`src/rtl/frdm_pkg.sv`:
```
package frdm_pkg;

  localparam int TGT_W      = 16;
  localparam int RPM_W      = 14;
  localparam int DUTY_W     = 8;
  localparam int SCALE_W    = 8;
  localparam int NUM_W      = RPM_W + SCALE_W;
  localparam int QBITS      = NUM_W - RPM_W;
  localparam int CFG_ADDR_W = 8;
  localparam int CFG_DATA_W = 16;

  localparam logic [SCALE_W-1:0] DUTY_DC_SCALE  = 8'd255;
  localparam logic [SCALE_W-1:0] DUTY_PWM_SCALE = 8'd63;
  localparam logic [DUTY_W-1:0]  DUTY_FULL      = 8'hff;

  typedef enum logic [CFG_ADDR_W-1:0] {
    REG_MIN_RPM     = 8'd0,
    REG_MAX_RPM     = 8'd1,
    REG_DC_MODE     = 8'd2,
    REG_FAN_CHANNEL = 8'd3
  } cfg_reg_t;

  // one divider cell's payload: partial remainder, then numerator bits
  // leaving at the top while quotient bits enter at the bottom, then span and flags
  typedef struct packed {
    logic [RPM_W-1:0] rem;
    logic [QBITS-1:0] lowq;
    logic [RPM_W-1:0] span;
    logic             full;
    logic             dc;
    logic             chan;
  } cell_t;

endpackage

```
`src/rtl/frdm_ifs.sv`:
```
interface frdm_in_if;
  logic                          valid;
  logic                          ready;
  logic [frdm_pkg::TGT_W-1:0]    target_word;

  modport source (output valid, output target_word, input ready);
  modport sink   (input valid, input target_word, output ready);
endinterface

interface frdm_out_if;
  logic                          valid;
  logic                          ready;
  logic [frdm_pkg::DUTY_W-1:0]   duty;
  logic                          channel;

  modport source (output valid, output duty, output channel, input ready);
  modport sink   (input valid, input duty, input channel, output ready);
endinterface

interface frdm_cfg_if;
  logic                              valid;
  logic                              ready;
  logic [frdm_pkg::CFG_ADDR_W-1:0]   addr;
  logic [frdm_pkg::CFG_DATA_W-1:0]   data;

  modport source (output valid, output addr, output data, input ready);
  modport sink   (input valid, input addr, input data, output ready);
endinterface

```
`src/rtl/fan_rpm_to_duty_map.sv`:
```
// path from an accepted input beat to its result beat: entry stage with multiply,
//   8 divider cells of one quotient bit each, output register
// throughput: one beat per cycle without back-pressure, set by the 8-cell divider chain
// beats with max_rpm <= min_rpm are accepted and produce no result
// reset (synchronous, rst_n low) clears the valid flags and config registers to 0 and empties the chain
module fan_rpm_to_duty_map (
  input  logic        clk,
  input  logic        rst_n,
  frdm_in_if.sink     in_bus,
  frdm_out_if.source  out_bus,
  frdm_cfg_if.sink    cfg_bus
);

  localparam int CELLS = frdm_pkg::QBITS;

  logic                             link_v   [0:CELLS];
  logic                             link_rdy [0:CELLS];
  frdm_pkg::cell_t                  link_d   [0:CELLS];

  logic                             out_v_r;
  logic [frdm_pkg::DUTY_W-1:0]      duty_r, duty_nxt;
  logic                             chan_r;
  frdm_pkg::cell_t                  last;

  frdm_front u_front (
    .clk        (clk),
    .rst_n      (rst_n),
    .in_bus     (in_bus),
    .cfg_bus    (cfg_bus),
    .down_valid (link_v[0]),
    .down_ready (link_rdy[0]),
    .down_data  (link_d[0])
  );

  for (genvar i = 0; i < CELLS; i++) begin : g_cell
    frdm_div_cell u_cell (
      .clk        (clk),
      .rst_n      (rst_n),
      .up_valid   (link_v[i]),
      .up_ready   (link_rdy[i]),
      .up_data    (link_d[i]),
      .down_valid (link_v[i+1]),
      .down_ready (link_rdy[i+1]),
      .down_data  (link_d[i+1])
    );
  end

  assign last            = link_d[CELLS];
  assign link_rdy[CELLS] = !out_v_r || out_bus.ready;

  // full gives DUTY_FULL, dc takes the quotient; pwm quotient is at most 63, scaled by four
  always_comb begin
    if (last.full) begin
      duty_nxt = frdm_pkg::DUTY_FULL;
    end else if (last.dc) begin
      duty_nxt = last.lowq;
    end else begin
      duty_nxt = {last.lowq[frdm_pkg::DUTY_W-3:0], 2'b00};
    end
  end

  always_ff @(posedge clk) begin
    if (!rst_n) begin
      out_v_r <= 1'b0;
    end else if (link_rdy[CELLS]) begin
      out_v_r <= link_v[CELLS];
    end
  end

  always_ff @(posedge clk) begin
    if (link_rdy[CELLS] && link_v[CELLS]) begin
      duty_r <= duty_nxt;
      chan_r <= last.chan;
    end
  end

  assign out_bus.valid   = out_v_r;
  assign out_bus.duty    = duty_r;
  assign out_bus.channel = chan_r;

endmodule

```
`src/rtl/frdm_front.sv`:
```
module frdm_front (
  input  logic                clk,
  input  logic                rst_n,
  frdm_in_if.sink             in_bus,
  frdm_cfg_if.sink            cfg_bus,
  output logic                down_valid,
  input  logic                down_ready,
  output frdm_pkg::cell_t     down_data
);

  logic [frdm_pkg::RPM_W-1:0]   min_r, min_nxt;
  logic [frdm_pkg::RPM_W-1:0]   max_r, max_nxt;
  logic                         dc_r, dc_nxt;
  logic                         chan_r, chan_nxt;
  logic                         v_r;
  frdm_pkg::cell_t              d_r, d_nxt;

  logic [frdm_pkg::RPM_W-1:0]   rpm;
  logic [frdm_pkg::RPM_W-1:0]   offs;
  logic [frdm_pkg::SCALE_W-1:0] scale;
  logic [frdm_pkg::NUM_W-1:0]   num;
  logic                         usable;
  logic                         below;
  logic                         above;
  logic                         accept;

  assign cfg_bus.ready = 1'b1;

  always_comb begin
    min_nxt  = min_r;
    max_nxt  = max_r;
    dc_nxt   = dc_r;
    chan_nxt = chan_r;
    if (cfg_bus.valid) begin
      case (cfg_bus.addr)
        frdm_pkg::REG_MIN_RPM:     min_nxt  = cfg_bus.data[frdm_pkg::RPM_W-1:0];
        frdm_pkg::REG_MAX_RPM:     max_nxt  = cfg_bus.data[frdm_pkg::RPM_W-1:0];
        frdm_pkg::REG_DC_MODE:     dc_nxt   = cfg_bus.data[0];
        frdm_pkg::REG_FAN_CHANNEL: chan_nxt = cfg_bus.data[0];
        default: ;
      endcase
    end
  end

  assign in_bus.ready = !v_r || down_ready;
  assign accept       = in_bus.valid && in_bus.ready;

  always_comb begin
    rpm    = in_bus.target_word[frdm_pkg::TGT_W-1:2];
    usable = max_r > min_r;
    below  = rpm < min_r;
    above  = rpm > max_r;
    offs   = rpm - min_r;
    scale  = dc_r ? frdm_pkg::DUTY_DC_SCALE : frdm_pkg::DUTY_PWM_SCALE;
    num    = below ? '0 : frdm_pkg::NUM_W'(offs) * frdm_pkg::NUM_W'(scale);
    d_nxt.rem  = num[frdm_pkg::NUM_W-1:frdm_pkg::QBITS];
    d_nxt.lowq = num[frdm_pkg::QBITS-1:0];
    d_nxt.span = max_r - min_r;
    d_nxt.full = above;
    d_nxt.dc   = dc_r;
    d_nxt.chan = chan_r;
  end

  always_ff @(posedge clk) begin
    if (!rst_n) begin
      min_r  <= '0;
      max_r  <= '0;
      dc_r   <= 1'b0;
      chan_r <= 1'b0;
      v_r    <= 1'b0;
    end else begin
      min_r  <= min_nxt;
      max_r  <= max_nxt;
      dc_r   <= dc_nxt;
      chan_r <= chan_nxt;
      // unusable calibration swallows the beat
      if (in_bus.ready) v_r <= accept && usable;
    end
  end

  always_ff @(posedge clk) begin
    if (accept) d_r <= d_nxt;
  end

  assign down_valid = v_r;
  assign down_data  = d_r;

endmodule

```
`src/rtl/frdm_div_cell.sv`:
```
module frdm_div_cell (
  input  logic             clk,
  input  logic             rst_n,
  input  logic             up_valid,
  output logic             up_ready,
  input  frdm_pkg::cell_t  up_data,
  output logic             down_valid,
  input  logic             down_ready,
  output frdm_pkg::cell_t  down_data
);

  logic                          v_r;
  frdm_pkg::cell_t               d_r, d_nxt;
  logic [frdm_pkg::RPM_W:0]      part;
  logic [frdm_pkg::RPM_W:0]      diff;
  logic                          ge;

  // one restoring step: bring down the next numerator bit, try the span
  always_comb begin
    part  = {up_data.rem, up_data.lowq[frdm_pkg::QBITS-1]};
    diff  = part - {1'b0, up_data.span};
    ge    = part >= {1'b0, up_data.span};
    d_nxt = up_data;
    d_nxt.rem  = ge ? diff[frdm_pkg::RPM_W-1:0] : part[frdm_pkg::RPM_W-1:0];
    d_nxt.lowq = {up_data.lowq[frdm_pkg::QBITS-2:0], ge};
  end

  assign up_ready = !v_r || down_ready;

  always_ff @(posedge clk) begin
    if (!rst_n) begin
      v_r <= 1'b0;
    end else if (up_ready) begin
      v_r <= up_valid;
    end
  end

  always_ff @(posedge clk) begin
    if (up_ready && up_valid) d_r <= d_nxt;
  end

  assign down_valid = v_r;
  assign down_data  = d_r;

endmodule

```
`src/flat_wrapper.sv`:
```
// flat-port wrapper written by rule: the top's interface ports become plain ports
module fan_rpm_to_duty_map_flat 
  (clk, rst_n, in_bus_valid, in_bus_target_word, in_bus_ready, out_bus_valid, out_bus_duty, out_bus_channel, out_bus_ready, cfg_bus_valid, cfg_bus_addr, cfg_bus_data, cfg_bus_ready);
  frdm_in_if in_bus_i ();
  frdm_out_if out_bus_i ();
  frdm_cfg_if cfg_bus_i ();
  input  logic clk;
  input  logic rst_n;
  input wire logic [$bits(in_bus_i.valid)-1:0] in_bus_valid;
  input wire logic [$bits(in_bus_i.target_word)-1:0] in_bus_target_word;
  output wire logic [$bits(in_bus_i.ready)-1:0] in_bus_ready;
  output wire logic [$bits(out_bus_i.valid)-1:0] out_bus_valid;
  output wire logic [$bits(out_bus_i.duty)-1:0] out_bus_duty;
  output wire logic [$bits(out_bus_i.channel)-1:0] out_bus_channel;
  input wire logic [$bits(out_bus_i.ready)-1:0] out_bus_ready;
  input wire logic [$bits(cfg_bus_i.valid)-1:0] cfg_bus_valid;
  input wire logic [$bits(cfg_bus_i.addr)-1:0] cfg_bus_addr;
  input wire logic [$bits(cfg_bus_i.data)-1:0] cfg_bus_data;
  output wire logic [$bits(cfg_bus_i.ready)-1:0] cfg_bus_ready;
  assign in_bus_i.valid = in_bus_valid;
  assign in_bus_i.target_word = in_bus_target_word;
  assign in_bus_ready = in_bus_i.ready;
  assign out_bus_valid = out_bus_i.valid;
  assign out_bus_duty = out_bus_i.duty;
  assign out_bus_channel = out_bus_i.channel;
  assign out_bus_i.ready = out_bus_ready;
  assign cfg_bus_i.valid = cfg_bus_valid;
  assign cfg_bus_i.addr = cfg_bus_addr;
  assign cfg_bus_i.data = cfg_bus_data;
  assign cfg_bus_ready = cfg_bus_i.ready;
  fan_rpm_to_duty_map u_core (.clk(clk), .rst_n(rst_n), .in_bus(in_bus_i), .out_bus(out_bus_i), .cfg_bus(cfg_bus_i));
endmodule
```
`config.mk`:
```
export PLATFORM = sky130hd
export DESIGN_NAME = fan_rpm_to_duty_map_flat
export DESIGN_NICKNAME = d
export VERILOG_FILES = /design/src/rtl/frdm_pkg.sv /design/src/rtl/frdm_ifs.sv /design/src/rtl/fan_rpm_to_duty_map.sv /design/src/rtl/frdm_front.sv /design/src/rtl/frdm_div_cell.sv /design/src/flat_wrapper.sv
export SDC_FILE = /design/constraint.sdc
export NUM_CORES = 1
export LEC_CHECK = 0
export BUFFER_PORTS_ARGS = -buffer_cell sky130_fd_sc_hd__buf_2
export CORE_MARGIN = 4
export CORE_UTILIZATION = 64
export DETAILED_ROUTE_END_ITERATION = 12
export GPL_TIMING_DRIVEN = 1
export HOLD_SLACK_MARGIN = 0.08
export PLACE_DENSITY = 0.81
export SETUP_SLACK_MARGIN = 0.4
export SLEW_MARGIN = 40
export SYNTH_ARGS = -nofsm -noshare
export SYNTH_HDL_FRONTEND = slang
export SYNTH_SLANG_ARGS = --single-unit
```
`constraint.sdc`:
```
create_clock -name clk -period 7.8 [get_ports clk]
set_input_delay 0.78 -clock clk [delete_from_list [all_inputs] [get_ports clk]]
set_output_delay 0.78 -clock clk [all_outputs]
set_load 0.05 [all_outputs]
```
==> results.tsv <==
metric	value	unit
status	finished, final reports clean	
critPathLaunch	u_core.u_front.min_r[1]	
hold_path_depth	0	
worst-setup-path-type	flop to flop	
cts.clk_slew.worst_paths	60	ps
synthToLayoutAreaGrowth	9.81	%
hpwl	32000	um
critPathBufInv	3	
clock_path_buffers	3	
p_per_area	258	nW/um2
cts_made_buffers	39	
maxSlewViolCount	0	
path_cells	inv_1 -> ha_1 -> nor2b_1 -> o31ai_1 -> a21oi_1 -> nor2_1 -> o22ai_1 -> o22ai_1 -> xnor2_1 -> fa_1 -> fa_1 -> fa_1 -> inv_1 -> fa_1 -> inv_1 -> ha_1 -> nand3_1 -> a211oi_1 -> nor2_1 -> o21ai_0 -> a31oi_1 -> xor2_1 -> nor2_1	
grt_pass1_wl	70000	um
worstMarginPinSlew	807	ps
pin_count	57	
synthesis.nets	2300	
cp.arrival	6840	ps
slew_headroom	0.458	
cp_common_cell	fa_1	
cts_max_level	2	
ys_warn_count	0	
drive_above_1_share	0.103	
start_kind	flop	
die_y	197	um
dieArea	38700	um2
maxCapViolCount	0	
setup_ws	1240	ps
post_cts_buffers	0	
hold_viol_final	0	
reg2reg_to	u_core.u_front.down_data[36]	
vdd_drop_max	0.270	mV
setup_viol	0	
dr_total_vias	14400	
antenna_found_initial	0	
syn_area	22800	um2
root_buffer	clkbuf_16	
post-route-period-util	0.842	
yosys_register_bits	372	
ys_seq_area_frac	0.472	
path_depth	23	
grt_overflow	0	
synth_edf_count	332	
required	8080	ps
p_clk_frac	0.284	
rows	68	
antenna_cells	0	
grt_setup_unrepaired	false	
cp_slowest_cell	xnor2_1	
switching_share	0.316	
rr_startpoint	u_core.u_front.min_r[1]	
fmax	152	MHz
drtAntennaViolNets	0	
period_minus_slack	6560	ps
grt_usage	0.216	
post-place-ws	744	ps
postCtsHoldBufs	0	
worstRegToRegCells	23	
place.gp.congestion	0.914	
synth_cell_types	84	
io_buffer_count	51	
grt_pass1_vias	15100	
p_int	4.41	mW
drt_iter0_drc	734	
synthFlopType	edfxtp_1	
clock_skew	33.2	ps
path_max_fanout	6	
max_stage_delay	650	ps
first_pass_iters	5	
power_switching	2.04	mW
regToRegSetupSlack	1240	ps
drc	0	
wl	41600	um
coreArea	34900	um2
cts_tree	yes	
cts.repair.resized	0	
start_util	0.654	
hold-worst-slack	406	ps
viasPerCell	5.66	
power.leakage	10.6	nW
clock_latency	540	ps
die_w	197	um
hold_class	flop to flop	
cp-endpoint	u_core.u_front.down_data[36]	
tns	0	ps
postSynthCellCount	1980	
pwr-share-seq	0.362	
detail_route.wl_per_cell	16.4	um
cts.sinks	372	
ys_async_sr_fraction	0	
grt_max_degree	41	
power_frac_comb	0.354	
avgSynthCellArea	11.5	um2
num-nets-final	2379	
cp_top_family	adder cells	
end_kind	flop	
## cell families (layout without fill, tap and decap cells)
logic type                 count (synthesis)  after routing  synth area share
and+or+nand+nor                          393            393            0.0903
DFF                                      372            372             0.472
other                                      1              1          0.000164
AOI/OAI and AO/OA                        405            405             0.119
muxes                                     92             92            0.0440
buffers and inverters                    323            431            0.0559
adders and majority gates                276            276             0.173
xor gates and xnor gates                 118            118            0.0453
## layout by cell type, fill, tap and decap left out, drive strengths merged, types with 12 or more instances in the layout
| master | instances |
|---|---|
| edfxtp | 332 |
| inv | 292 |
| ha | 209 |
| a21oi | 100 |
| o21ai | 93 |
| nand2 | 92 |
| nor2b | 84 |
| nor2 | 81 |
| buf | 70 |
| a21o | 69 |
| fa | 66 |
| xnor2 | 63 |
| xor2 | 55 |
| clkbuf | 50 |
| mux2 | 49 |
| mux2i | 43 |
| dfxtp | 40 |
| o21a | 27 |
| nand4 | 24 |
| nand3 | 20 |
| nand2b | 20 |
| and2 | 19 |
| clkinv | 14 |
| a211oi | 13 |
| a21boi | 13 |
| nor3 | 12 |
| a31oi | 12 |
| o31ai | 12 |
## state kept, by name (all words and copies together) (netlist names)
register and count:
u_core.out_bus.valid 1, u_core.g_cell.u_cell.down_data 284, u_core.u_front.min_r 14, u_core.g_cell.u_cell.down_valid 8, u_core.u_front.chan_r 1, u_core.out_bus.duty 8
u_core.u_front.down_valid 1, u_core.out_bus.channel 1, u_core.u_front.dc_r 1, u_core.u_front.down_data 39, u_core.u_front.max_r 14
## metal layers
metal	wire (um)	track usage	vias to the layer above
li1	-	-	7170
met1	16000	0.240	6873
met2	23000	0.427	257
met3	1160	0.0231	98
met4	1410	0.0714	0
met5	0	0	-
## stage by stage
step | cell area [um2] | total power [mW] | util | std cells
2_1_floorplan | 22800 | 4.24 | - | 1980
3_3_place_gp | 23600 | 4.55 | 0.676 | 2462
3_5_place_dp | 23800 | 4.63 | 0.681 | 2473
4_1_cts | 25000 | 6.47 | 0.718 | 2543
6_report | 25100 | 6.45 | 0.718 | 2543
5_1_grt | 25100 | 6.91 | 0.718 | 2543
## how the worst min path moves through the flow
stage	start	to	slack (ps)
after floorplan	u_core.u_front.down_data[0]	u_core.g_cell[0].u_cell.down_data[0]	400
after global placement	u_core.u_front.down_data[0]	u_core.g_cell[0].u_cell.down_data[0]	400
after detailed placement	u_core.g_cell[2].u_cell.down_data[0]	u_core.g_cell[3].u_cell.down_data[0]	400
after CTS	u_core.g_cell[1].u_cell.down_data[18]	u_core.g_cell[2].u_cell.down_data[19]	400
after global routing	u_core.g_cell[1].u_cell.down_data[18]	u_core.g_cell[2].u_cell.down_data[19]	420
final	u_core.g_cell[1].u_cell.down_data[18]	u_core.g_cell[2].u_cell.down_data[19]	410
## cell type report
cell class                 count  area, um2
fill                        2314       9830
clock buffer                  50       1050
tap                          455        569
timing repair buffer          70        465
clock inverter                20        234
multi-input combinational   1285      10900
sequential                   372      10800
inverter                     291       1090
## power groups by stage
| stage | Combinational, mW | Sequential, mW | Clock [mW] |
|---|---|---|---|
| floorplan | 1.88 | 2.36 | 0 |
| global placement | 2.18 | 2.37 | 0 |
| detailed placement | 2.26 | 2.37 | 0 |
| CTS | 2.28 | 2.33 | 1.86 |
| global route | 2.63 | 2.34 | 1.95 |
| finish | 2.29 | 2.33 | 1.83 |
## worst register-to-register path, delay by kind of cell (launching register included)
family          cells  cell delay (ps)
xor+xnor            2              800
simple gates        5              590
fa+ha+maj           6             2770
buf+inv             3              250
compound gates      7             1490
flops               1              440
## cell usage after synthesis, types with 10 or more instances
| cell | count | area share |
|---|---|---|
| nor2b_1 | 84 | 0.023 |
| nand2_1 | 92 | 0.015 |
| inv_1 | 289 | 0.048 |
| dfxtp_1 | 40 | 0.035 |
| edfxtp_1 | 332 | 0.44 |
| fa_1 | 66 | 0.058 |
| o21a_1 | 26 | 0.0086 |
| o21ai_0 | 86 | 0.019 |
| ha_1 | 209 | 0.11 |
| clkbuf_1 | 13 | 0.0021 |
| mux2_2 | 42 | 0.021 |
| nor2_1 | 81 | 0.013 |
| nor3_1 | 12 | 0.0026 |
| nand2b_1 | 20 | 0.0055 |
| nand4_1 | 24 | 0.0066 |
| a211oi_1 | 13 | 0.0043 |
| a31oi_1 | 12 | 0.0033 |
| xnor2_1 | 63 | 0.024 |
| a21oi_1 | 96 | 0.021 |
| nand3_1 | 20 | 0.0044 |
| a21o_1 | 69 | 0.023 |
| o31ai_1 | 10 | 0.0033 |
| mux2i_1 | 43 | 0.019 |
| and2_1 | 19 | 0.0052 |
| xor2_1 | 55 | 0.021 |
Note: power is estimated with default switching activity, not from simulation.
